[src/design/cfia_pkg.sv]
// ----------------------------------------------------------------------------
// Constant-fold integer ALU package
// Opcodes, operand types, pipeline payload types and small helpers.
// ----------------------------------------------------------------------------
package cfia_pkg;

  localparam int DIV_STAGES = 64;

  localparam logic [4:0] OP_ADD  = 5'd0;
  localparam logic [4:0] OP_SUB  = 5'd1;
  localparam logic [4:0] OP_AND  = 5'd2;
  localparam logic [4:0] OP_OR   = 5'd3;
  localparam logic [4:0] OP_XOR  = 5'd4;
  localparam logic [4:0] OP_SHL  = 5'd5;
  localparam logic [4:0] OP_SHR  = 5'd6;
  localparam logic [4:0] OP_SAR  = 5'd7;
  localparam logic [4:0] OP_ROR  = 5'd8;
  localparam logic [4:0] OP_MUL  = 5'd9;
  localparam logic [4:0] OP_UMULL = 5'd10;
  localparam logic [4:0] OP_SMULL = 5'd11;
  localparam logic [4:0] OP_UBFX = 5'd12;
  localparam logic [4:0] OP_DIV  = 5'd13;
  localparam logic [4:0] OP_UDIV = 5'd14;
  localparam logic [4:0] OP_SMOD = 5'd15;
  localparam logic [4:0] OP_UMOD = 5'd16;

  localparam logic [1:0] TY_I32 = 2'd0;
  localparam logic [1:0] TY_I64 = 2'd1;
  localparam logic [1:0] TY_F64 = 2'd2;
  localparam logic [1:0] TY_ALT = 2'd3;

  localparam logic [63:0] MOST_NEG_64 = 64'h8000_0000_0000_0000;
  localparam logic [31:0] MOST_NEG_32 = 32'h8000_0000;

  typedef struct packed {
    logic ok;
    logic wide;
    logic narrow;
    logic shl_ge32;
    logic dwide;
    logic is_div;
    logic sel_rem;
    logic neg_q;
    logic neg_r;
    logic is_mul;
  } ctl_t;

  typedef struct packed {
    ctl_t        ctl;
    logic [63:0] res;
    logic [63:0] rem;
    logic [63:0] quo;
    logic [63:0] dvs;
  } pipe_t;

  function automatic logic [63:0] sext32(input logic [63:0] v);
    sext32 = {{32{v[31]}}, v[31:0]};
  endfunction

endpackage

[src/design/cfia_div_step.sv]
// ----------------------------------------------------------------------------
// Divider step
// One restoring bit of an unsigned 64-bit division.
// ----------------------------------------------------------------------------
module cfia_div_step (
  input  logic [63:0] rem_i,
  input  logic [63:0] quo_i,
  input  logic [63:0] dvs_i,
  output logic [63:0] rem_o,
  output logic [63:0] quo_o
);
  import cfia_pkg::*;

  logic [64:0] shifted;
  logic [65:0] diff;
  logic        ge;

  always_comb begin
    shifted = {rem_i, quo_i[63]};
    diff    = {1'b0, shifted} - {2'b00, dvs_i};
    ge      = ~diff[65];
    rem_o   = ge ? diff[63:0] : shifted[63:0];
    quo_o   = {quo_i[62:0], ge};
  end

endmodule

[config.mk]
export PLATFORM = sky130hd
export DESIGN_NAME = cfia_div_step
export DESIGN_NICKNAME = d
export VERILOG_FILES = /design/src/design/cfia_pkg.sv /design/src/design/cfia_div_step.sv
export SDC_FILE = /design/constraint.sdc
export NUM_CORES = 1
export LEC_CHECK = 0
export CAP_MARGIN = 30
export CELL_PAD_IN_SITES_DETAIL_PLACEMENT = 0
export CELL_PAD_IN_SITES_GLOBAL_PLACEMENT = 2
export CORE_MARGIN = 2
export CORE_UTILIZATION = 30
export DETAILED_ROUTE_END_ITERATION = 7
export DONT_BUFFER_PORTS = 1
export PLACE_DENSITY = 0.84
export REMOVE_ABC_BUFFERS = 1
export SYNTH_ARGS = -nofsm -noshare
export SYNTH_HDL_FRONTEND = slang
export SYNTH_SLANG_ARGS = --single-unit
[constraint.sdc]
create_clock -name vclk -period 5.58
set_input_delay 0.558 -clock vclk [all_inputs]
set_output_delay 0.558 -clock vclk [all_outputs]
set_load 0.1 [all_outputs]
# After elaboration in Yosys (flattened, before gate mapping)
# Index checks and enable logic that the tools add are counted.
[totals]
reg_bits = 0
input_bits = 192
out_inout_bits = 128
[classes]
n_addsub = 1
n_mux = 1
n_bitwise = 1
[op_table]
columns = ["op", "count"]
rows = [
  ["subtractor 65 x 64 -> 66 bit", 1],
  ["2-to-1 mux 64 bit", 1],
  ["inverter 1 bit", 1],
]

# Logic depth before layout (Yosys ltp)
[logic_depth]
depth_word = 2
depth_mapped = 15

# Worst setup path after synthesis
# Ideal clock, no wire load.
[synth_path]
path_kind = "in2out"
from = "input port dvs_i[10]"
to = "output port rem_o[13]"
arrival_ps = 4389
required_time_ps = 5022
slack_ps = 633
path_stages = 14
path_cell_list = "inv_1 ha_1 buf_2 a21oi_1 o21ai_0 a21o_1 a221o_2 a31oi_2 o41ai_4 a211oi_2 o31ai_4 buf_4 buf_2 a21oi_1"
[synth_between]
elab_chain_cells = 2
[synth_lines]
columns = ["item", "line_no", "source"]
rows = [
  ["from (decl)", "cfia_div_step.sv:8", "input logic [63:0] dvs_i,"],
  ["subtractor 65 x 64 -> 66 bit", "cfia_div_step.sv:20", "diff = {1'b0, shifted} - {2'b00, dvs_i};"],
  ["2-to-1 mux 64 bit", "cfia_div_step.sv:22", "rem_o = ge ? diff[63:0] : shifted[63:0];"],
  ["to (decl)", "cfia_div_step.sv:9", "output logic [63:0] rem_o,"],
]
# Every way passes these cells.

# Worst setup path in the final report
[layout_path]
from = "input port dvs_i[4]"
to = "output port rem_o[11]"
# The elaborated chain is that of the path after synthesis.

==> impl_summary.txt <==
----------------------------------------------------
[Run status]
  Status ... finished clean

[Detailed routing]
  Number of nets with antenna violations after routing ... 0
  Vias per std cell ... about 5.4
  TritonRoute pass-1 iters ... 5
  DR vias ... 5,342
  Routed wirelength normalized by instance count ... just over 20 um
  Number of remaining DRC errors ... 0
  DRC violation total after the first TritonRoute iteration ... approximately 280
  Wire length reported by the detailed router ... 19,960 um

[Die]
  Floorplan die width ... 134.1 um
  Initial Utilization ... 0.3062
  Vertical die dimension ... 134.1 um
  IO Pins ... 320
  Site row count ... 47
  Core region area ... around 0.017 sq mm
  Die area ... ~0.018 sq mm

[Placement]
  Quantity of I/O buffers inserted on ports ... 0
  Detailed Place HPWL ... around 17,000 um
  Placed standard-cell area ... approximately 0.0055 sq mm
  Weighted congestion at the end of routability-driven global placement ... between 0.8 and 0.9

[Power and ir drop]
  Sw frac ... 0.7345
  Worst vdd ir ... ~0.00021 V
  Switching component of the power ... 1164 uW
  Sequential power share ... 0
  Internal power summed over all cells ... 420.6 uW
  Power per cell area ... approximately 290 mW/mm^2
  Total power after layout ... ~1600 uW
  Combinational share of power ... 1.000
  Clock power frac ... 0
  Leak Pwr ... roughly 0.0026 uW

[Global routing]
  Aggregate global-route resource usage ... 0.2099
  Antenna violations before repair ... 0
  First-pass GRT wire length ... roughly 30,000 um
  Vias in the first global route ... slightly above 5,000
  Total global routing overflow ... 0
  Pin count of the biggest net entering global routing ... 81

[Job]
  Max capacitance violation total ... 0

[Timing]
  Final setup viols ... 0
  Sum Neg Setup Slack ... 0 ps
  Pin slew with the least headroom to its limit ... 649.9 ps
  Fin. Hold Viols ... 0
  Hold slack ... ~1100 ps
  Max-slew headroom ... 0.5667
  Shortest period the worst path allows ... 4622 ps
  Final critical-path share of the clock period ... 0.8284
  Count of final max-slew check failures ... 0
  Highest clock rate ... 216.3 MHz
  RSZ-0062 raised after global routing ... no

[Clocking]
  Number of buffers added to fix hold violations after cts ... 0
  Post_cts resized ... 0
  Buffer count from post-CTS setup fixing ... 0

[Finish]
  Util after Layout ... 0.3329
  Antenna Diode Count ... 0
  Proportion of layout cells with a drive suffix above 1 ... 0.1621
  Final nets ... 1,030
  Clock Buffer Count ... 0
  Post-route cell area ... 0.005520 sq mm
  Area overhead of the layout relative to synthesis ... 8.697%
  Seq_cells ... 0
  Storage element area ... 0 sq um
  Number of fill cells ... about 1,900

[Worst setup path]
  Required time reported for the critical path endpoint ... between 5000 and 6000 ps
  Startpoint class of the critical path ... input port
  Element type at the critical path end ... output port
  Type of the worst setup path ... in2out
  Critical path fanouts, max ... 80
  Worst endpoint data arrival time ... between 4000 and 5000 ps

[Min path]
  Hold Crit Class ... in2out

[Synth]
  Post-synthesis sequential area ratio ... 0
  Number of standard cells after synthesis ... ~800
  Average cell area after synthesis ... between 6 and 7 sq um
  Number of unique standard cell types used by synthesis ... 59
  Post-synthesis instance area ... between 0.005 and 0.006 sq mm
  Synthesis Warnings ... 0

----------------------------------------------------
==> placed cells by master, fill, tap and decap left out, types with 5 or more instances in the layout <==
master	instances
sky130_fd_sc_hd__nor2_1	96
sky130_fd_sc_hd__inv_1	86
sky130_fd_sc_hd__a21oi_1	86
sky130_fd_sc_hd__nand2_1	71
sky130_fd_sc_hd__ha_1	64
sky130_fd_sc_hd__a21oi_2	47
sky130_fd_sc_hd__buf_4	40
sky130_fd_sc_hd__xnor2_1	31
sky130_fd_sc_hd__o21ai_0	28
sky130_fd_sc_hd__a21o_1	26
sky130_fd_sc_hd__xor2_1	26
sky130_fd_sc_hd__buf_12	15
sky130_fd_sc_hd__o21bai_1	13
sky130_fd_sc_hd__nand4_1	12
sky130_fd_sc_hd__nand3_1	12
sky130_fd_sc_hd__a31oi_1	10
sky130_fd_sc_hd__mux2_2	9
sky130_fd_sc_hd__a211oi_1	8
sky130_fd_sc_hd__o21a_1	7
sky130_fd_sc_hd__and3_1	6
sky130_fd_sc_hd__o211ai_1	6
sky130_fd_sc_hd__nor2b_1	5
==> power groups by stage <==
stage	registers, uW	clock network, uW	logic [uW]
floorplan	0	0	1210
global placement	0	0	1590
detailed placement	0	0	1580
CTS	0	0	1590
global route	0	0	1670
finish	0	0	1580
==> synth_stat cells, types with 3 or more instances <==
library cell	number	share of area
sky130_fd_sc_hd__a21oi_1	133	0.13
sky130_fd_sc_hd__buf_4	67	0.099
sky130_fd_sc_hd__clkbuf_1	11	0.0081
sky130_fd_sc_hd__o21bai_1	13	0.019
sky130_fd_sc_hd__a31oi_1	10	0.012
sky130_fd_sc_hd__o211ai_1	6	0.0089
sky130_fd_sc_hd__or3_1	4	0.0049
sky130_fd_sc_hd__a221oi_1	3	0.0052
sky130_fd_sc_hd__o21ai_1	3	0.0030
sky130_fd_sc_hd__nor3_1	4	0.0039
sky130_fd_sc_hd__mux2_2	9	0.020
sky130_fd_sc_hd__mux2_1	3	0.0067
sky130_fd_sc_hd__and3_1	6	0.0074
sky130_fd_sc_hd__a211oi_1	8	0.012
sky130_fd_sc_hd__and2_1	3	0.0037
sky130_fd_sc_hd__xnor2_1	31	0.053
sky130_fd_sc_hd__o221ai_1	4	0.0069
sky130_fd_sc_hd__nor2_1	96	0.071
sky130_fd_sc_hd__nand4_1	12	0.015
sky130_fd_sc_hd__o21a_1	7	0.010
sky130_fd_sc_hd__buf_2	11	0.011
sky130_fd_sc_hd__inv_1	86	0.064
sky130_fd_sc_hd__a31o_2	4	0.0069
sky130_fd_sc_hd__ha_1	64	0.16
sky130_fd_sc_hd__nor2b_1	5	0.0062
sky130_fd_sc_hd__nand2_1	71	0.052
sky130_fd_sc_hd__nand3_1	12	0.012
sky130_fd_sc_hd__xor2_1	26	0.045
sky130_fd_sc_hd__o21ai_0	28	0.028
sky130_fd_sc_hd__a21o_1	26	0.038
==> worst paths after layout <==
kind                  from   endpoint  slack, ps  cells after the start
setup / recovery  dvs_i[4]  rem_o[11]        960                     14
hold / removal    quo_i[9]  quo_o[10]       1120                      0
==> through the flow <==
| step | cells | worst slack, ps |
|---|---|---|
| 4_1_cts | 991 | 985.3 |
| 2_1_floorplan | 716 | -2065 |
| 6_report | 991 | 957.6 |
| 3_3_place_gp | 991 | 1011 |
| 5_1_grt | 991 | 695.2 |
| 3_5_place_dp | 991 | 995.9 |
==> worst max-delay path: stages <==
cell                       delay (ps)
sky130_fd_sc_hd__inv_1             20
sky130_fd_sc_hd__ha_1             370
sky130_fd_sc_hd__o211ai_1         120
sky130_fd_sc_hd__a21o_1           200
sky130_fd_sc_hd__a21oi_1          220
sky130_fd_sc_hd__a221o_2          240
sky130_fd_sc_hd__a31oi_2          190
sky130_fd_sc_hd__o41ai_4          520
sky130_fd_sc_hd__a211oi_2         180
sky130_fd_sc_hd__o31ai_4          250
sky130_fd_sc_hd__buf_12           420
sky130_fd_sc_hd__nor2_1           120
sky130_fd_sc_hd__a21oi_2          210
sky130_fd_sc_hd__buf_4            330
==> logic make-up (layout without fill, tap and decap cells) <==
kind of cell    count (synthesis)  count (layout)  synth area share
simple gates                  226             226            0.1949
fa+ha+maj                      65              65            0.1616
compound gates                268             268            0.3299
buf+inv                       177             141            0.1848
mux                            14              14           0.03055
xor+xnor                       57              57           0.09830
==> cell type report <==
type                       count  area [sq um]  share of cell area
inverter                      86         322.8             0.05848
multi-input combinational    630          4322              0.7829
tap                          220         275.3             0.04986
timing repair buffer          55         600.6              0.1088
==> metal layers <==
layer  up-vias  global-route usage  part of all wire  wire (um)
li1       2675                   -                 -          -
met1      2335              0.3080              0.49       9745
met2       320              0.2709              0.36       7114
met3         8              0.1164              0.15       2905
met4         4            0.006433            0.0035         69
met5         -             0.07222            0.0063        126
Note: power is estimated with default switching activity, not from simulation.
